## config.mk

```make
export PLATFORM = sky130hd
export DESIGN_NAME = led_digit_scan_pwm_driver_top
export DESIGN_NICKNAME = d
export VERILOG_FILES = /design/src/design/lds_pkg.sv /design/src/design/lds_core.sv /design/src/design/lds_out.sv /design/src/design/led_digit_scan_pwm_driver_top.sv
export SDC_FILE = /design/constraint.sdc
export NUM_CORES = 1
export LEC_CHECK = 0
export ABC_CLOCK_PERIOD_IN_PS = 10550
export BUFFER_PORTS_ARGS = -buffer_cell sky130_fd_sc_hd__buf_4
export CAP_MARGIN = 0
export CELL_PAD_IN_SITES_DETAIL_PLACEMENT = 2
export CELL_PAD_IN_SITES_GLOBAL_PLACEMENT = 2
export CORE_UTILIZATION = 45
export DETAILED_ROUTE_END_ITERATION = 10
export PLACE_DENSITY = 0.84
export SLEW_MARGIN = 20
export SYNTH_ARGS = -nofsm -noshare
export SYNTH_HDL_FRONTEND = slang
export SYNTH_SLANG_ARGS = --single-unit
```

## constraint.sdc

```tcl
create_clock -name clock -period 10.55 [get_ports clock]
set_input_delay 0.5275 -clock clock [delete_from_list [all_inputs] [get_ports clock]]
set_output_delay 0.5275 -clock clock [all_outputs]
set_load 0.03 [all_outputs]
```

## src/design/lds_pkg.sv

```systemverilog
`timescale 1ns / 1ps

package lds_pkg;

   // Command codes of the result stream
   typedef enum logic [1:0] {
      CMD_DISABLE = 2'd0,
      CMD_DRAW    = 2'd1,
      CMD_ENABLE  = 2'd2
   } command_type;

   // Configuration register indexes
   localparam logic [1:0] REG_DIGIT_COUNT    = 2'd0;
   localparam logic [1:0] REG_SUBFIELD_COUNT = 2'd1;
   localparam logic [1:0] REG_SLEEPING       = 2'd2;

   localparam int CSR_INDEX_W  = 2;
   localparam int CSR_DATA_W   = 8;
   localparam int REQ_DATA_W   = 24;
   localparam int RSP_DATA_W   = 16;
   localparam int GROUP_W      = 3;
   localparam int SEGMENTS_W   = 8;
   localparam int DIGIT_SUM_W  = 5;
   localparam int BUNDLE_DEPTH = 3;

   localparam logic [7:0] FULL_BRIGHTNESS = 8'hFF;

   typedef struct packed {
      logic [3:0] digit_count;
      logic [7:0] subfield_count;
      logic       sleeping;
   } cfg_type;

   typedef struct packed {
      command_type             command;
      logic [GROUP_W-1:0]      group;
      logic [SEGMENTS_W-1:0]   segments;
   } cmd_type;

   // Commands caused by one tick, entry 0 first
   typedef struct packed {
      cmd_type [BUNDLE_DEPTH-1:0] ent;
      logic [1:0]                 count;
   } bundle_type;

   function automatic cmd_type make_cmd(command_type c, logic [GROUP_W-1:0] g,
                                        logic [SEGMENTS_W-1:0] s);
      cmd_type r;
      r.command  = c;
      r.group    = g;
      r.segments = s;
      return r;
   endfunction

endpackage

```

## src/design/lds_core.sv

```systemverilog
`timescale 1ns / 1ps

module lds_core #(
   parameter int MAX_DIGITS   = 8,
   parameter int PATTERN_BITS = 8
) (
   input  logic               clock,
   input  logic               reset,
   input  logic               step,
   input  logic               kind,
   input  logic [2:0]         digit_index,
   input  logic [7:0]         pattern_in,
   input  logic [7:0]         brightness_in,
   input  lds_pkg::cfg_type   cfg,
   output lds_pkg::bundle_type bundle
);
   import lds_pkg::*;

   localparam int DIGIT_W = (MAX_DIGITS > 1) ? $clog2(MAX_DIGITS) : 1;
   localparam int PAT_W   = (PATTERN_BITS < 8) ? PATTERN_BITS : 8;

   logic [PAT_W-1:0]   pattern_ff [MAX_DIGITS];
   logic [7:0]         bright_ff  [MAX_DIGITS];
   logic [DIGIT_W-1:0] cur_digit_ff, cur_digit_in;
   logic [DIGIT_W-1:0] prev_digit_ff, prev_digit_in;
   logic [7:0]         subfield_ff, subfield_in;
   logic [7:0]         limit_ff, limit_in;
   logic               prev_on_ff, prev_on_in;
   logic [PAT_W-1:0]   drawn_ff, drawn_in;

   logic [DIGIT_W+2:0] idx_ext;
   logic               wr_ok;
   logic [DIGIT_W-1:0] wr_idx;

   function automatic logic [GROUP_W-1:0] to_group(logic [DIGIT_W-1:0] d);
      logic [DIGIT_W+2:0] t;
      t = (DIGIT_W+3)'(d);
      return t[GROUP_W-1:0];
   endfunction

   assign idx_ext = (DIGIT_W+3)'(digit_index);
   assign wr_ok   = idx_ext < (DIGIT_W+3)'(MAX_DIGITS);
   assign wr_idx  = idx_ext[DIGIT_W-1:0];

   always_comb begin
      logic [7:0]             br;
      logic [PAT_W-1:0]       pat;
      logic [DIGIT_SUM_W-1:0] dc_ext;
      logic [DIGIT_SUM_W-1:0] eff;
      logic [DIGIT_SUM_W-1:0] nxt;
      logic [DIGIT_W-1:0]     adv_digit;
      logic [15:0]            product;
      logic [7:0]             lim;
      logic                   lit;
      logic [8:0]             sf;
      logic [1:0]             n;

      br      = bright_ff[cur_digit_ff];
      pat     = pattern_ff[cur_digit_ff];
      dc_ext  = DIGIT_SUM_W'(cfg.digit_count);
      eff     = dc_ext;
      if (cfg.digit_count == 4'd0) begin
         eff = DIGIT_SUM_W'(1);
      end else if (dc_ext > DIGIT_SUM_W'(MAX_DIGITS)) begin
         eff = DIGIT_SUM_W'(MAX_DIGITS);
      end
      nxt       = DIGIT_SUM_W'(cur_digit_ff) + DIGIT_SUM_W'(1);
      adv_digit = (nxt >= eff) ? '0 : nxt[DIGIT_W-1:0];
      product   = 16'(cfg.subfield_count) * 16'(br);
      lim       = limit_ff;
      lit       = prev_on_ff;
      sf        = '0;
      n         = '0;

      bundle        = '0;
      cur_digit_in  = cur_digit_ff;
      prev_digit_in = prev_digit_ff;
      subfield_in   = subfield_ff;
      limit_in      = limit_ff;
      prev_on_in    = prev_on_ff;
      drawn_in      = drawn_ff;

      if (!cfg.sleeping) begin
         // leave the old digit dark before touching the segment lines
         if (cur_digit_ff != prev_digit_ff) begin
            bundle.ent[n] = make_cmd(CMD_DISABLE, to_group(prev_digit_ff), '0);
            n = n + 2'd1;
            lit = 1'b0;
            lim = product[15:8];
         end
         if (cfg.subfield_count == 8'd1) begin
            if (br == 8'd0) begin
               bundle.ent[n] = make_cmd(CMD_DISABLE, to_group(cur_digit_ff), '0);
               n = n + 2'd1;
            end else begin
               if (pat != drawn_ff) begin
                  bundle.ent[n] = make_cmd(CMD_DRAW, '0, SEGMENTS_W'(pat));
                  n = n + 2'd1;
                  drawn_in = pat;
               end
               bundle.ent[n] = make_cmd(CMD_ENABLE, to_group(cur_digit_ff), '0);
               n = n + 2'd1;
            end
            prev_digit_in = cur_digit_ff;
            cur_digit_in  = adv_digit;
         end else begin
            if (br != FULL_BRIGHTNESS && subfield_ff >= lim) begin
               if (lit) begin
                  bundle.ent[n] = make_cmd(CMD_DISABLE, to_group(cur_digit_ff), '0);
                  n = n + 2'd1;
                  lit = 1'b0;
               end
            end else if (!lit) begin
               if (pat != drawn_ff) begin
                  bundle.ent[n] = make_cmd(CMD_DRAW, '0, SEGMENTS_W'(pat));
                  n = n + 2'd1;
                  drawn_in = pat;
               end
               bundle.ent[n] = make_cmd(CMD_ENABLE, to_group(cur_digit_ff), '0);
               n = n + 2'd1;
               lit = 1'b1;
            end
            sf            = 9'(subfield_ff) + 9'd1;
            prev_digit_in = cur_digit_ff;
            prev_on_in    = lit;
            limit_in      = lim;
            if (sf >= 9'(cfg.subfield_count)) begin
               cur_digit_in = adv_digit;
               subfield_in  = '0;
            end else begin
               subfield_in  = sf[7:0];
            end
         end
      end
      bundle.count = n;
   end

   always_ff @(posedge clock) begin
      if (reset) begin
         for (int i = 0; i < MAX_DIGITS; i++) begin
            pattern_ff[i] <= '0;
            bright_ff[i]  <= '0;
         end
         cur_digit_ff  <= '0;
         prev_digit_ff <= '0;
         subfield_ff   <= '0;
         limit_ff      <= '0;
         prev_on_ff    <= 1'b0;
         drawn_ff      <= '0;
      end else if (step) begin
         if (kind) begin
            if (wr_ok) begin
               pattern_ff[wr_idx] <= pattern_in[PAT_W-1:0];
               bright_ff[wr_idx]  <= brightness_in;
            end
         end else begin
            cur_digit_ff  <= cur_digit_in;
            prev_digit_ff <= prev_digit_in;
            subfield_ff   <= subfield_in;
            limit_ff      <= limit_in;
            prev_on_ff    <= prev_on_in;
            drawn_ff      <= drawn_in;
         end
      end
   end

   // an enable closes the run: nothing follows it in the same tick
   a_enable_last: assert property (@(posedge clock) disable iff (reset)
      (step && !kind && bundle.count == 2'd3) |->
         (bundle.ent[0].command != CMD_ENABLE && bundle.ent[1].command != CMD_ENABLE))
      else $error("enable command not at end of tick");

   // a draw is always followed directly by an enable of the current digit
   a_draw_enable: assert property (@(posedge clock) disable iff (reset)
      (step && !kind && bundle.count != 2'd0 && bundle.ent[0].command == CMD_DRAW) |->
         (bundle.count == 2'd2 && bundle.ent[1].command == CMD_ENABLE
          && bundle.ent[1].group == to_group(cur_digit_ff)))
      else $error("draw not followed by enable");

endmodule

```

## src/design/lds_out.sv

```systemverilog
`timescale 1ns / 1ps

module lds_out (
   input  logic                                 clock,
   input  logic                                 reset,
   input  logic                                 load,
   input  lds_pkg::bundle_type                  bundle,
   output logic                                 slot_free,
   output logic                                 rsp_tvalid,
   input  logic                                 rsp_tready,
   output logic [lds_pkg::RSP_DATA_W-1:0]       rsp_tdata,
   output logic                                 rsp_tlast
);
   import lds_pkg::*;

   cmd_type [BUNDLE_DEPTH-1:0] ent_ff;
   logic [1:0]                 cnt_ff, cnt_in;
   logic [1:0]                 pos_ff, pos_in;
   cmd_type                    cur;

   assign rsp_tvalid = cnt_ff != 2'd0;
   assign rsp_tlast  = cnt_ff == 2'd1;
   assign slot_free  = (cnt_ff == 2'd0) || (cnt_ff == 2'd1 && rsp_tready);

   always_comb begin
      unique case (pos_ff)
         2'd0:    cur = ent_ff[0];
         2'd1:    cur = ent_ff[1];
         2'd2:    cur = ent_ff[2];
         default: cur = '0;
      endcase
   end

   assign rsp_tdata = {3'b000, cur.segments, cur.group, cur.command};

   always_comb begin
      cnt_in = cnt_ff;
      pos_in = pos_ff;
      if (load) begin
         cnt_in = bundle.count;
         pos_in = '0;
      end else if (rsp_tvalid && rsp_tready) begin
         cnt_in = cnt_ff - 2'd1;
         pos_in = pos_ff + 2'd1;
      end
   end

   always_ff @(posedge clock) begin
      if (reset) begin
         cnt_ff <= '0;
         pos_ff <= '0;
      end else begin
         cnt_ff <= cnt_in;
         pos_ff <= pos_in;
      end
   end

   always_ff @(posedge clock) begin
      if (load) begin
         ent_ff <= bundle.ent;
      end
   end

   a_load_free: assert property (@(posedge clock) disable iff (reset)
      load |-> slot_free)
      else $error("bundle loaded over pending commands");

   a_pos_range: assert property (@(posedge clock) disable iff (reset)
      rsp_tvalid |-> (3'(pos_ff) + 3'(cnt_ff) <= 3'(BUNDLE_DEPTH)))
      else $error("command pointer out of range");

endmodule

```

## src/design/led_digit_scan_pwm_driver_top.sv

```systemverilog
`timescale 1ns / 1ps

// Multiplexed LED digit scanner with per-digit PWM brightness.
//
// req_*  : requests. tuser = kind (0 scan tick, 1 digit write). A write stores
//          a digit's segment pattern and brightness and yields no commands.
//          A tick does one scan step and yields zero to three commands.
// rsp_*  : commands (disable group, draw segments, enable group); tlast marks
//          the final command of a tick.
// csr_*  : register writes, always ready: 0 digit_count, 1 subfield_count,
//          2 sleeping. Write them only while the block is idle.
//
// The first command of a tick leaves after the input register, then the command
// register. Requests are taken one per cycle unless a tick waits in the input
// register for the command register to be free; the commands of a tick leave
// one per cycle while the receiver is ready, so the output port sets the rate
// for ticks. A new request is staged and its scan step computed while the
// previous tick's commands drain.
// Reset clears the digit tables and scan state and sets one digit, one
// subfield, awake. When the receiver stalls, commands hold, the next tick
// waits in the input register, and req_tready drops once that is full.
module led_digit_scan_pwm_driver_top #(
   parameter int MAX_DIGITS   = 8,
   parameter int PATTERN_BITS = 8
) (
   input  logic                                 clock,
   input  logic                                 reset,
   // request: [2:0] digit_index, [10:3] pattern_in, [18:11] brightness_in
   input  logic                                 req_tvalid,
   output logic                                 req_tready,
   input  logic [lds_pkg::REQ_DATA_W-1:0]       req_tdata,
   input  logic                                 req_tuser,   // kind
   // command: [1:0] command, [4:2] group, [12:5] segments
   output logic                                 rsp_tvalid,
   input  logic                                 rsp_tready,
   output logic [lds_pkg::RSP_DATA_W-1:0]       rsp_tdata,
   output logic                                 rsp_tlast,
   input  logic                                 csr_valid,
   output logic                                 csr_ready,
   input  logic [lds_pkg::CSR_INDEX_W-1:0]      csr_index,
   input  logic [lds_pkg::CSR_DATA_W-1:0]       csr_wdata
);
   import lds_pkg::*;

   // input register
   logic       in_valid_ff, in_valid_in;
   logic       in_kind_ff;
   logic [2:0] in_idx_ff;
   logic [7:0] in_pat_ff;
   logic [7:0] in_bri_ff;

   cfg_type    cfg_ff;
   bundle_type bundle;
   logic       slot_free;
   logic       step;
   logic       load;

   // a write never waits for the command register; a tick needs it free
   assign step       = in_valid_ff && (in_kind_ff || slot_free);
   assign load       = step && !in_kind_ff;
   assign req_tready = !in_valid_ff || step;
   assign csr_ready  = 1'b1;

   always_comb begin
      in_valid_in = in_valid_ff;
      if (req_tvalid && req_tready) begin
         in_valid_in = 1'b1;
      end else if (step) begin
         in_valid_in = 1'b0;
      end
   end

   always_ff @(posedge clock) begin
      if (reset) begin
         in_valid_ff <= 1'b0;
      end else begin
         in_valid_ff <= in_valid_in;
      end
   end

   // hold the payload until the scan step takes it
   always_ff @(posedge clock) begin
      if (req_tvalid && req_tready) begin
         in_kind_ff <= req_tuser;
         in_idx_ff  <= req_tdata[2:0];
         in_pat_ff  <= req_tdata[10:3];
         in_bri_ff  <= req_tdata[18:11];
      end
   end

   // configuration registers; unknown indexes drop the write
   always_ff @(posedge clock) begin
      if (reset) begin
         cfg_ff.digit_count    <= 4'd1;
         cfg_ff.subfield_count <= 8'd1;
         cfg_ff.sleeping       <= 1'b0;
      end else if (csr_valid && csr_ready) begin
         unique case (csr_index)
            REG_DIGIT_COUNT:    cfg_ff.digit_count    <= csr_wdata[3:0];
            REG_SUBFIELD_COUNT: cfg_ff.subfield_count <= csr_wdata;
            REG_SLEEPING:       cfg_ff.sleeping       <= csr_wdata[0];
            default:            ;
         endcase
      end
   end

   lds_core #(
      .MAX_DIGITS   (MAX_DIGITS),
      .PATTERN_BITS (PATTERN_BITS)
   ) u_core (
      .clock         (clock),
      .reset         (reset),
      .step          (step),
      .kind          (in_kind_ff),
      .digit_index   (in_idx_ff),
      .pattern_in    (in_pat_ff),
      .brightness_in (in_bri_ff),
      .cfg           (cfg_ff),
      .bundle        (bundle)
   );

   lds_out u_out (
      .clock      (clock),
      .reset      (reset),
      .load       (load),
      .bundle     (bundle),
      .slot_free  (slot_free),
      .rsp_tvalid (rsp_tvalid),
      .rsp_tready (rsp_tready),
      .rsp_tdata  (rsp_tdata),
      .rsp_tlast  (rsp_tlast)
   );

endmodule
```

* Yosys cells after proc, flatten, opt, wreduce, memory -nomap -nowiden *
Memories as Yosys holds them, arrays and structs flattened. A register that Yosys moved wholly into a read port is not among the register bits.
Cells that the tools add are included.

word-level totals
  bits in registers = 108
  bits in writable memories = 128
  input bits = 40
  memories kept = 2

cells by class
  $add $sub $neg = 7
  multipliers = 1
  magnitude comparators = 11
  equal/unequal tests = 12
  multiplexer cells = 79
  bitwise logic cells = 3
  reductions and logical operators = 33

memories
  memory             words  width  rd ports  clocked after Yosys merged registers in  write ports  line            text
  u_core.bright_ff   8      8      1         1                                        8            lds_core.sv:23  logic [7:0] bright_ff [MAX_DIGITS];
  u_core.pattern_ff  8      8      1         1                                        8            lds_core.sv:22  logic [PAT_W-1:0] pattern_ff [MAX_DIGITS];

operators with widths
  operator                                                    count
  two-way mux 39 bit                                          13
  bitwise mux 39 bit                                          4
  two-way mux 8 bit                                           10
  demux 13 bit (select 2 bit)                                 3
  two-way mux 13 bit                                          4
  case mux 13 bit (3 select lines)                            1
  two-way mux 2 bit                                           17
  two-way mux 3 bit                                           9
  multiplier 8 x 8 -> 16 bit                                  1
  OR reduction 8 bit                                          2
  two-way mux 1 bit                                           15
  two-way mux 11 bit                                          1
  adder 8 x 1 -> 9 bit, second input constant                 1
  greater-or-equal comparator 9 x 8 -> 1 bit                  1
  logical AND 1 bit                                           9
  less-than comparator 2 x 3 -> 1 bit, second input constant  3
  adder 2 x 1 -> 2 bit, second input constant                 4
  == test 8 x 1 -> 1 bit, second input constant               1
  greater-or-equal comparator 8 bit                           1
  zero test 8 bit                                             1
  != test 8 bit                                               1
  != test 8 bit, second input constant                        1
  AND reduction 4 bit                                         2
  nonzero test 2 bit                                          4
  22 further kinds                                            37

* Depth between registers and ports, before layout *
Gate-level depths: netlist of run 1.

  depth after elaboration = 17
  depth in mapped cells = 32
  depth with buffers taken out = 29

* Modules after synthesis *
From an unflattened synthesis of run 1, not the netlist that was laid out.

unflattened totals
  cells, all modules = 1070
  area, all modules = 13276.5 sq um

by module, submodules not included
  module                         instances  cells each  area an instance (sq um)  sequential area each (sq um)
  lds_core                       1          881         10364.9                   4524.3
  lds_out                        1          105         1661.6                    1251.2
  led_digit_scan_pwm_driver_top  1          84          1249.9                    880.8

* Worst setup path before layout of run 1 *
Ideal clock, no wire load.

  kind = register to register
  from = register with a tool-made name
  to = register u_core.drawn_ff[0]
  setup time = 123 ps
  arrival = 6864 ps
  setup slack = 3563 ps
  cell stages (with the launch flop) = 29
  path buffers = 2
  cells stage by stage = dfxtp_1 > buf_6 > buf_2 > mux4_2 > mux2i_1 > nor2_1 > fa_1 > fa_1 > fa_1 > inv_1 > fa_1 > inv_1 > ha_1 > a21oi_1 > nand2_1 > o21ai_1 > o21ai_0 > a21o_1 > xor2_1 > mux2i_1 > ha_1 > a21o_1 > a21o_1 > a21oi_1 > o31a_1 > o211ai_2 > a21oi_4 > nand2_2 > mux2_1

RTL lines
  what                    line             text
  end signal: assignment  lds_core.sv:162  drawn_ff <= drawn_in;
  end: declaration        lds_core.sv:29   logic [PAT_W-1:0] drawn_ff, drawn_in;

==> flow_results.org, run 1 <==
** Routing
- For this run, design rule violations remaining after detail routing come to 0.
- The first detailed-routing pass took 5 iterations.
- ANT nets after route :: 0
- WL final :: ~40 mm
- Drt via density :: between 5 and 6
- DRC marker count from the first detailed-route iteration :: roughly 570
- After detailed routing, the average wire length per cell comes to 25.6 microns.
- Total number of vias :: approximately 9200

** Yosys
- Yosys mapped a number of flops with a built-in enable equal to 177.
- By area, the combinational part of the netlist is dominated by simple AND/OR/NAND/NOR gates.
- Synthesis produced 1122 cells.
- Summing the areas of all and, or, nand and nor instances in the mapped netlist gives ~17% of the synthesized area.
- After synthesis the cells add up to 13000 sq um.
- Measured against the total synthesized area, the mux share comes to roughly 8.4%.
- The synthesized netlist devotes around 2% of its cell area to XOR and XNOR gates.
- Seq cells post-synth :: around 230
- In the synthesized netlist the async set-or-reset flop fraction comes to 0%.
- Yosys printed 0 warnings.
- The synthesized netlist contains just over 80 unique library cells.
- Mean area per synthesized cell :: about 12 sq um
- Top_reg_cell synth :: sky130_fd_sc_hd__edfxtp_1
- Summing the areas of all fa, ha and maj instances in the mapped netlist gives a little under an eighth of the synthesized area.
- The synthesized netlist devotes approximately 8% of its cell area to compound gates.
- Seq/Total Area, Yosys :: 48.8%

** Clock tree
- Root cell of the clock tree :: sky130_fd_sc_hd__clkbuf_16
- CTS tree :: built
- In this run, post-CTS hold repair placed 0 buffers.
- The clock passes through at most 3 buffers.
- Post-CTS repair changed the size of 0 cells.
- Clock latency of the later-clocked register in the worst-skew pair :: 0.57 ns
- Post-CTS timing repair inserted 0 buffers for setup.
- # clock sinks :: roughly 230
- CTS built an H-tree with a depth of 1.
- The number of clock buffers added by TritonCTS is 26.
- Clock-pin slew was measured on the worst setup and hold paths at 0.06 ns.

** Placement
- Quantity of I/O buffers inserted on ports :: 50
- Half-perimeter wire length after placement :: approximately 28 mm
- Global placer's final weighted congestion :: just over 0.8

** STA
- Final hold violations :: 0
- Slew at the pin closest to its max-slew limit :: approximately 1.0 ns
- Period Utilization, post-route :: between 80% and 90%
- RSZ-0062 raised after global routing :: false
- For the final routed database, the setup TNS stands at 0 ns.
- Clock skew on the completed layout was measured at 0.0399 ns.
- Maximum clock frequency :: around 110 MHz
- Clock period minus worst slack :: around 8.9 ns
- Number of failing setup endpoints in the final timing report :: 0
- Number of pins exceeding their max-slew limit in the final report :: 0
- Relative slew slack :: about 33%

** Pwr
- In this run, the combinational gates consume ~12% of the power.
- Net switching fraction of the power :: between 20% and 30%
- Overall power after layout :: 2170 uW
- Internal power comes to roughly 1600 uW.
- IR analysis of the VDD net gives a maximum drop of ~0.17 mV.
- P_sw :: around 600 uW
- The analysis attributes to cell leakage a power of 0.00579 uW.
- Power per cell area :: between 100 and 150 nW/um^2
- Per report_power, the clock group accounts for between 30% and 40% of the total.
- Share of power burned in registers :: between 40 and 50%

** Setup path
- Along the worst path, the maximum fanout reaches 18.
- Critical path's most frequent cell :: sky130_fd_sc_hd__fa_1
- STA classifies the critical path startpoint as a register.
- Category of the worst setup path capture point :: register
- Cell type of the slowest stage on the worst timing path :: sky130_fd_sc_hd__dfxtp_1
- The critical path in this run is classified as register to register.
- Biggest cell delay along the critical path :: about 0.96 ns
- The critical path contains buffers and inverters numbering 2 combined.
- Broken down by cell family, the worst path's largest delay share belongs to adder cells.
- At the worst endpoint, the required time is ~11 ns.
- Critical path arrival :: between 9 and 10 ns

** Final layout
- Count of inserted antenna diode cells :: 0
- From synthesis to final layout, the design area changed by 11.7%.
- Layout cells sized above 1 :: ~13%
- Measured on the finished design, the core utilization comes to just over 50%.
- Number of nets in the finished design :: roughly 1300

** Global routing
- The number of antenna violations at the first check in global routing came to 0.
- Entering global routing, the biggest net connects 52 pins.
- Wire length of the first global-routing pass :: around 62 mm
- The number of global-route vias before repair came to ~10000.
- Global routing used 28.2% of the available tracks.
- Global routing finished with a remaining overflow of 0.

** Floorplanning
- The region available for standard cell placement spans between 20000 and 30000 sq um.
- Die area :: between 20000 and 30000 sq um
- Floorplan row count :: 61
- Initial cell density of the core :: 46.3%
- The floorplan step set the die height to between 150 and 200 microns.
- From left edge to right edge, the die measures ~170 microns.
- In this run the count of I/O pins placed on the die edge is 60.

** Status
- Status :: completed

** Hold path
- Hold/Removal Path Class :: primary input to register

** Job
- Max-cap violations :: 0
## routing by layer
metal / vias to the layer above / GRT usage, % / routed length (microns)
li1: 4101 / - / -
met4: 0 / 10.3 / 1380
met1: 4737 / 35.0 / 16800
met3: 93 / 3.46 / 1380
met5: - / 0 / 0
met2: 233 / 50.5 / 20600
## cells by family after synthesis
logic type,Yosys count
AND/OR/NAND/NOR,423
flip-flops,229
AO/OA/AOI/OAI,149
buffers and inverters,113
adder cells (fa/ha/maj),99
multiplexers,78
XOR/XNOR,29
other,2
## state kept, by name, indices dropped and copies added, names as in the netlist, 2 cells and up, named ones only
signal,count
cfg_ff,13
in_bri_ff,8
in_idx_ff,3
in_pat_ff,8
u_core.bright_ff,64
u_core.cur_digit_ff,3
u_core.drawn_ff,8
u_core.limit_ff,8
u_core.pattern_ff,64
u_core.prev_digit_ff,3
u_core.subfield_ff,8
u_out.cnt_ff,2
u_out.ent_ff,29
u_out.pos_ff,2
## power groups by stage
stage	Clock [uW]	Sequential, uW	Combinational, uW
after CTS	869	1050	271
after detailed placement	0	1060	266
final	858	1050	269
after floorplan	0	1050	174
after global routing	899	1050	290
after global placement	0	1060	253
## stage by stage
stage / cells / area [sq um] / hold slack [ns] / setup WS [ns]
final: 1567 / 14600 / 0.134 / 1.60
after global routing: 1567 / 14600 / 0.127 / 1.09
after CTS: 1567 / 14600 / 0.119 / 1.60
after detailed placement: 1523 / 13800 / 0.450 / 1.77
after global placement: 1523 / 13800 / 0.438 / 2.04
after floorplan: 1124 / 13000 / 0.431 / 3.56
## cells in the mapped netlist, types with 4 or more instances
master                      instances  area (sq um)
sky130_fd_sc_hd__and3_1            10          62.6
sky130_fd_sc_hd__fa_1              35           701
sky130_fd_sc_hd__ha_1              64           801
sky130_fd_sc_hd__clkbuf_1          25          93.8
sky130_fd_sc_hd__mux4_2            23           518
sky130_fd_sc_hd__buf_1              5          18.8
sky130_fd_sc_hd__and3b_1            4          35.0
sky130_fd_sc_hd__nand2b_1          25           156
sky130_fd_sc_hd__xnor2_1           18           158
sky130_fd_sc_hd__mux2i_1           45           450
sky130_fd_sc_hd__nand2_1           46           173
sky130_fd_sc_hd__a31oi_1            4          25.0
sky130_fd_sc_hd__o21ai_0           16          80.1
sky130_fd_sc_hd__edfxtp_1         177          5320
sky130_fd_sc_hd__buf_4              8          60.1
sky130_fd_sc_hd__a21oi_1           37           185
sky130_fd_sc_hd__nor2b_1           15          93.8
sky130_fd_sc_hd__nand3b_1           4          30.0
sky130_fd_sc_hd__or4_1              4          30.0
sky130_fd_sc_hd__o211ai_1           8          60.1
sky130_fd_sc_hd__inv_1             60           225
sky130_fd_sc_hd__and2_1           134           838
sky130_fd_sc_hd__a21o_1            10          75.1
sky130_fd_sc_hd__o2111ai_1          4          35.0
sky130_fd_sc_hd__a22oi_1           16           120
sky130_fd_sc_hd__nor3_1            13          65.1
sky130_fd_sc_hd__or2_2              4          25.0
sky130_fd_sc_hd__clkinv_1           4          15.0
sky130_fd_sc_hd__a222oi_1           4          40.0
sky130_fd_sc_hd__mux2_2             4          45.0
sky130_fd_sc_hd__nor4_1             5          31.3
sky130_fd_sc_hd__nor2_1           126           473
sky130_fd_sc_hd__dfxtp_1           52          1040
sky130_fd_sc_hd__nand3_1           15          75.1
sky130_fd_sc_hd__a311oi_1           9          78.8
sky130_fd_sc_hd__xor2_1            11          96.3
sky130_fd_sc_hd__buf_6              5          56.3
sky130_fd_sc_hd__buf_2              4          20.0
## area by class of cell
class / count / area, sq um
Inverter: 65 / 244
Tap cell: 378 / 473
Timing Repair Buffer: 69 / 518
Multi-Input combinational cell: 782 / 6190
Fill cell: 2719 / 13600
Clock inverter: 10 / 103
Clock buffer: 34 / 681
Sequential cell: 229 / 6360
## path summary, 6_finish.rpt
| path | slack, ns | to | depth (start not counted) | from |
|---|---|---|---|---|
| worst max-delay path | 1.60 | u_out.ent_ff[1] | 26 | register |
| worst min-delay path | 0.13 | in_bri_ff[2] | 1 | req_tdata[13] |
| worst max register to register | 1.60 | u_out.ent_ff[1] | 26 | register |
| worst min register to register | 0.46 | u_core.limit_ff[1] | 2 | u_core.limit_ff[1] |
## placed cells by master, fill, tap and decap left out, types with 5 or more instances in the layout
cell / n
sky130_fd_sc_hd__a21o_1: 10
sky130_fd_sc_hd__a21oi_1: 37
sky130_fd_sc_hd__a22oi_1: 16
sky130_fd_sc_hd__a311oi_1: 9
sky130_fd_sc_hd__and2_1: 134
sky130_fd_sc_hd__and3_1: 10
sky130_fd_sc_hd__buf_4: 69
sky130_fd_sc_hd__clkbuf_1: 8
sky130_fd_sc_hd__clkbuf_16: 26
sky130_fd_sc_hd__clkinv_1: 7
sky130_fd_sc_hd__dfxtp_1: 51
sky130_fd_sc_hd__edfxtp_1: 177
sky130_fd_sc_hd__fa_1: 35
sky130_fd_sc_hd__ha_1: 64
sky130_fd_sc_hd__inv_1: 60
sky130_fd_sc_hd__mux2i_1: 45
sky130_fd_sc_hd__mux4_2: 23
sky130_fd_sc_hd__nand2_1: 46
sky130_fd_sc_hd__nand2b_1: 25
sky130_fd_sc_hd__nand3_1: 15
sky130_fd_sc_hd__nor2_1: 125
sky130_fd_sc_hd__nor2b_1: 15
sky130_fd_sc_hd__nor3_1: 13
sky130_fd_sc_hd__nor4_1: 5
sky130_fd_sc_hd__o211ai_1: 8
sky130_fd_sc_hd__o21ai_0: 10
sky130_fd_sc_hd__o21ai_1: 9
sky130_fd_sc_hd__xnor2_1: 18
sky130_fd_sc_hd__xor2_1: 11
(Power assumes the default switching activity.)
==> inputs of run 2 (changes only) <==
Settings changed: ABC_CLOCK_PERIOD_IN_PS 10550 to 8900, CORE_UTILIZATION 45 to 43, PLACE_DENSITY 0.84 to 0.81.
Clock period 10.55 ns to 8.9 ns, I/O delays scaled along.
==> flow_results.org, run 2 (same netlist as run 1, synthesis figures left out) <==
** Status
- The flow ran to the end, and the final reports show no timing, DRC or antenna violations.

** Floorplanning
- The floorplan die area was 31000 sq um (+4.6%).
- The I/O pin total came to 60 (unchanged).
- Floorplan row count :: 63 (+3.3%)
- The height of the die was 176 microns (+2.3%).
- Core footprint :: 29700 sq um (+5.5%)
- Die outline width :: 176 microns (+2.3%)
- Initial cell density of the core :: 43.9% (-2.4 points)

** Setup path
- Maximum fanout count along the critical path :: 46 (+28)
- Category of the worst setup path capture point :: register
- Cell type of the slowest stage on the worst timing path :: sky130_fd_sc_hd__dfxtp_2
- Critical path's most frequent cell :: sky130_fd_sc_hd__fa_1
- The critical path data arrival time came to 8.71 ns (-0.60 ns).
- Biggest cell delay along the critical path :: 1.00 ns (+0.04 ns)
- Critical path class :: register to register
- Critical path launch point type :: register
- The worst path required time came to 9.28 ns (-1.63 ns).

** Job
- The total of max-cap violations was 0 (unchanged).

** STA
- The post-layout minimum cycle time is 8.32 ns (-0.621 ns).
- The maximum clock rate was 120 MHz (+7.5%).
- Slew at the pin closest to its max-slew limit :: 1.04 ns (+0.0436 ns)
- Period Utilization, post-route :: 93.5% (+8.7 points)
- The post-route worst hold slack came to 0.0666 ns (-0.0675 ns).
- Number of pins exceeding their max-slew limit in the final report :: 0 (unchanged)
- The worst-case clock skew is 0.0249 ns (-0.0150 ns).
- The final hold violation count was 0 (unchanged).
- Setup repair after global routing left no endpoint under its margin.
- The total negative setup slack came to 0 ns (unchanged).
- The worst relative slew slack was 30.4% (-2.9 points).
- Number of failing setup endpoints in the final timing report :: 0 (unchanged)

** Clock tree
- # clock sinks :: 229 (unchanged)
- TritonCTS built the clock tree.
- The TritonCTS buffer count came to 26 (unchanged).
- Number of buffers between clock root and the deepest sink :: 3 (unchanged)
- The number of buffers inserted by hold repair at cts came to 0 (unchanged).
- Clock latency of the later-clocked register in the worst-skew pair :: 0.55 ns (-0.02 ns)
- The CTS H-tree depth came to 1 (unchanged).
- The tree is rooted in a sky130_fd_sc_hd__clkbuf_16.
- Post-CTS setup repair buffer count :: 0 (unchanged)
- Clock edge transition at the registers on the reported setup and hold paths :: 0.06 ns (about the same)

** Pwr
- The total power per unit cell area came to 175 nW/um^2 (+17%).
- The leakage power total is 0.00581 uW (+0.36%).
- The worst vdd rail ir drop was 0.170 mV (+2.1%).

** Routing
- The count of nets left with antenna violations after detail routing was 0 (unchanged).
- The post-detailed-route DRC marker count is 0 (unchanged).
- The number of design-rule violations left by the first detailed-router iteration is 399 (-30%).
- The total via count in the routed design came to 9038 (-1.4%).
- The routed wirelength normalized by instance count was 23.9 microns (-6.6%).
- Drt via density :: 5.71 (-2.4%)
- WL final :: 37.9 mm (-5.6%)
- Number of iterations in the first detailed-routing pass :: 5 (unchanged)

** Global routing
- Largest net degree at the start of global routing :: 52 (unchanged)
- The number of global-route vias before repair was 10348 (-1.0%).
- Initial antenna violation count :: 0 (unchanged)
- Wire length of the first global-routing pass :: 60.1 mm (-2.8%)
- The total grt overflow came to 0 (unchanged).
- The global router's overall resource usage came to 25.5% (-2.8 points).

** Hold path
- Hold/Removal Path Class :: primary input to register

** Final layout
- In the layout the commonest cells are sky130_fd_sc_hd__edfxtp_1, sky130_fd_sc_hd__and2_1, sky130_fd_sc_hd__nor2_1.
- Count of inserted antenna diode cells :: 0 (unchanged)
- Growth of design area from synthesis to finish :: 12.1%
- Leaving out fill and tap cells, the most frequent cell in the layout is sky130_fd_sc_hd__edfxtp_1.
- Largest registers :: u_core.bright_ff x64, u_core.pattern_ff x64, u_out.ent_ff x29
- Layout cells sized above 1 :: 13.4% (+0.45 points)
- Number of nets in the finished design :: 1315 (+0.23%)
- Combined area of the multi-input logic cells :: 6190 sq um (about the same)
- Number of fillers in the final layout :: 2946 (+8.3%)
- The combined flip-flop and latch cell area was 6360 sq um (about the same).
- The area of all placed cells without fillers came to 14600 sq um (+0.34%).

** Placement
- The post-DP HPWL was 27.7 mm (-0.69%).
- The number of buffers added on ports came to 50 (unchanged).
- The weighted congestion at the end of routability-driven global placement came to 0.797 (-2.0%).
- The placed standard-cell area came to 13800 sq um (+0.31%).
-- run 2: worst paths after layout --
check	startpoint	cells past startpoint	endpoint	slack, ns
worst max register to register	register	28	u_out.ent_ff[6]	0.58
worst min-delay path	req_tdata[18]	1	in_bri_ff[7]	0.07
worst max-delay path	register	28	u_out.ent_ff[6]	0.58
worst min register to register	u_core.limit_ff[0]	2	u_core.limit_ff[0]	0.45
-- run 2: cell type report --
| class | count | share of cell area [%] |
|---|---|---|
| clock inverters | 16 | 0.839 |
| well taps | 390 | 3.34 |
| multi-input cells | 782 | 42.4 |
| clock buffers | 30 | 4.56 |
| flip-flops and latches | 229 | 43.5 |
| repair buffers | 72 | 3.70 |
| inverters | 65 | 1.67 |
-- run 2: power breakdown --
part / switching (uW) / leakage (uW) / internal (uW) / total, uW
combinational: 201 / 0.00323 / 111 / 311
sequential: 36.9 / 0.00220 / 1200 / 1240
clock: 438 / 0.000385 / 564 / 1000
-- run 2: through the flow --
| step | instances | setup WS, ns | power [uW] | util (%) |
|---|---|---|---|---|
| after floorplan | 1124 | 1.91 | 1450 | - |
| after global placement | 1538 | 0.751 | 1550 | 46.5 |
| after detailed placement | 1538 | 0.416 | 1570 | 46.5 |
| after CTS | 1584 | 0.395 | 2580 | 49.2 |
| after global routing | 1584 | 0.121 | 2640 | 49.2 |
| final | 1584 | 0.575 | 2550 | 49.2 |
-- run 2: what timing repair did --
item | 4_1_cts | 5_1_grt
setup endpoints to repair | 0 | 12
resized for setup | 0 | 1
hold endpoints to repair | 0 | 0
-- run 2: layer usage --
| metal | vias to the layer above | GRT usage (%) | routed length (microns) |
|---|---|---|---|
| li1 | 4110 | - | - |
| met1 | 4697 | 31.8 | 16100 |
| met2 | 164 | 45.7 | 19600 |
| met3 | 67 | 3.17 | 1190 |
| met4 | 0 | 8.12 | 1050 |
| met5 | - | 0 | 0 |
-- run 2: worst max-delay path, delay by kind of cell (launching register included) --
kind            cells  cell delay (ns)
xor+xnor            1             0.14
simple gates        6             1.41
buf+inv             3             0.16
fa+ha+maj           6             2.58
mux                 2             0.65
compound gates     10             2.19
flops               1             1.00
==> inputs of run 3 (changes only) <==
Settings changed: CORE_MARGIN from default to 1, REMOVE_ABC_BUFFERS from default to 1.
==> flow_results.org, run 3 (same netlist as run 1, synthesis figures left out) <==
** Status
- The run finished with clean final reports.

** Final layout
- Combined area of the multi-input logic cells :: 6190 sq um (about the same)
- Layout cells sized above 1 :: 13.6% (+0.21 points)
- Leaving out fill and tap cells, the most frequent cells in the layout are sky130_fd_sc_hd__edfxtp_1, sky130_fd_sc_hd__and2_1, sky130_fd_sc_hd__nor2_1.
- The combined flip-flop and latch cell area is 6360 sq um (about the same).
- Growth of design area from synthesis to finish :: 12.5%
- Number of nets in the finished design :: 1316 (+0.076%)
- Largest registers :: u_core.bright_ff x64, u_core.pattern_ff x64, u_out.ent_ff x29
- Final Core Density :: 49.4% (+0.20 points)
- Number of fillers in the final layout :: 2946 (unchanged)
- Leading cell type in the layout, fill and taps excluded :: sky130_fd_sc_hd__edfxtp_1

** Floorplanning
- Number of top-level design ports :: 60 (unchanged)
- The initial cell density of the core is 43.9% (unchanged).
- Floorplan row count :: 63 (unchanged)
- Core footprint :: 29700 sq um (unchanged)
- Die outline width :: 176 microns (unchanged)
- Die area :: 31000 sq um (unchanged)
- Die Y-Extent :: 176 microns (unchanged)

** STA
- The count of endpoints failing setup in the final report is 0 (unchanged).
- Number of pins exceeding their max-slew limit in the final report :: 0 (unchanged)
- Maximum clock frequency :: 122 MHz (+1.7%)
- Clock period minus worst slack :: 8.18 ns (-0.143 ns)
- Setup repair after global routing left no endpoint under its margin.
- The final setup slack of the worst path is 0.718 ns (+0.143 ns).
- The transition time at the pin with the least slew margin came to 1.02 ns (-0.0276 ns).
- The final hold violation count was 0 (unchanged).
- Clock skew :: 0.0152 ns (-0.00962 ns)
- Relative slew slack :: 32.1% (+1.7 points)
- Sum Neg Setup Slack :: 0 ns (unchanged)
- The portion of the clock cycle consumed by the worst path in the final layout came to 91.9% (-1.6 points).

** Global routing
- Wire length of the first global-routing pass :: 58.6 mm (-2.6%)
- Vias in the first global route :: 10145 (-2.0%)
- Initial antenna violation count :: 1 (+1)
- The pin count of the biggest net entering global routing was 49 (-5.8%).
- The total grt overflow was 0 (unchanged).
- Overall Global Routing Usage :: 25.1% (-0.42 points)

** Setup path
- Cell type of the slowest stage on the worst timing path :: sky130_fd_sc_hd__mux4_2
- STA classifies the critical path startpoint as a register.
- In this design, the largest share of critical-path delay is due to adder cells.
- The combined buffer and inverter count along the critical path is 4 (+1).
- Critical path's most frequent cell :: sky130_fd_sc_hd__fa_1
- The worst stage delay on the critical path came to 0.58 ns (-0.42 ns).
- The worst setup path is captured at a register.
- The critical path data arrival time came to 8.56 ns (-0.15 ns).
- Maximum fanout count along the critical path :: 12 (-74%)
- CP Data Required Time :: 9.28 ns (about the same)
- Critical path class :: register to register

** Routing
- The number of design-rule violations left by the first detailed-router iteration came to 348 (-13%).
- Total number of vias :: 8969 (-0.76%)
- The count of nets left with antenna violations after detail routing is 0 (unchanged).
- Residual DRC count :: 0 (unchanged)
- Drt via density :: 5.64 (-1.1%)
- Per-cell routed wire length :: 23.8 microns (-0.51%)
- The detailed-route wire length is 37.8 mm (-0.19%).
- Number of iterations in the first detailed-routing pass :: 5 (unchanged)

** Pwr
- Leakage Power :: 0.00583 uW (+0.35%)
- Worst vdd rail ir drop :: 0.158 mV (-7.0%)
- Power per cell area :: 179 nW/um^2 (+2.3%)

** Placement
- Quantity of I/O buffers inserted on ports :: 50 (unchanged)
- The weighted congestion at the end of routability-driven global placement is 0.800 (+0.36%).
- The post-DP HPWL came to 27.2 mm (-1.8%).
- Post-placement setup slack :: 0.607 ns (+0.191 ns)

** Clock tree
- Post-CTS setup repair buffer count :: 0 (unchanged)
- TritonCTS built the clock tree.
- The TritonCTS buffer count is 27 (+3.8%).
- Clock edge transition at the registers on the reported setup and hold paths :: 0.06 ns (about the same)
- The number of buffers inserted by hold repair at cts came to 0 (unchanged).
- CTS-repair resized insts :: 0 (unchanged)
- The number of sinks handled by clock tree synthesis was 229 (unchanged).
- The number of buffers on the longest clock path was 3 (unchanged).
- Root cell of the clock tree :: sky130_fd_sc_hd__clkbuf_16
- Number of H-tree levels :: 1 (unchanged)
- Clock latency of the later-clocked register in the worst-skew pair :: 0.55 ns (about the same)

** Job
- Max-cap violations :: 0 (unchanged)

** Hold path
- The path class of the tightest hold or removal check is primary input to register.
## run 3: worst paths after layout
| path | from | endpoint | cells after the start | slack, ns |
|---|---|---|---|---|
| worst min register to register | u_core.limit_ff[1] | u_core.limit_ff[1] | 2 | 0.46 |
| worst max register to register | register | u_out.ent_ff[4] | 29 | 0.72 |
| worst min-delay path | req_tdata[14] | in_bri_ff[3] | 1 | 0.06 |
| worst max-delay path | register | u_out.ent_ff[4] | 29 | 0.72 |
## run 3: layout make-up
cell class                 instances  share of cell area [%]
antenna                            1                  0.0171
clock buffer                      36                    4.84
clock inverter                    14                   0.913
inverter                          65                    1.66
multi-input combinational        782                    42.2
sequential                       229                    43.4
tap                              390                    3.33
timing repair buffer              72                    3.68
## run 3: metal layers
metal  vias to the layer above  global-route usage, %  wire length, microns
li1                       4111                      -                     -
met1                      4617                   30.2                 15500
met3                        71                   3.32                  1320
met5                         -                      0                     0
met2                       170                   45.9                 19900
met4                         0                   8.19                  1100
## run 3: worst register-to-register path, delay by kind of cell (launching register included)
kind	cells	cell delay (ns)
adders and majority gates	6	2.66
AOI/OAI and AO/OA	10	2.15
and+or+nand+nor	6	1.39
muxes	2	0.67
DFF	1	0.52
buffers and inverters	4	0.49
xor gates and xnor gates	1	0.13
## run 3: metrics by stage
stage | hold WS (ns) | power [uW] | area (sq um) | cells
after global placement | 0.439 | 1550 | 13800 | 1538
after floorplan | 0.425 | 1440 | 12800 | 1076
after CTS | 0.0359 | 2650 | 14700 | 1588
after global routing | 0.0483 | 2710 | 14700 | 1589
after detailed placement | 0.452 | 1570 | 13800 | 1538
final | 0.0641 | 2620 | 14700 | 1589
## run 3: where the power goes
part           leakage, uW  switching [uW]  internal, uW
logic              0.00323             202           111
clock network     0.000405             451           619
registers          0.00220            35.5          1200
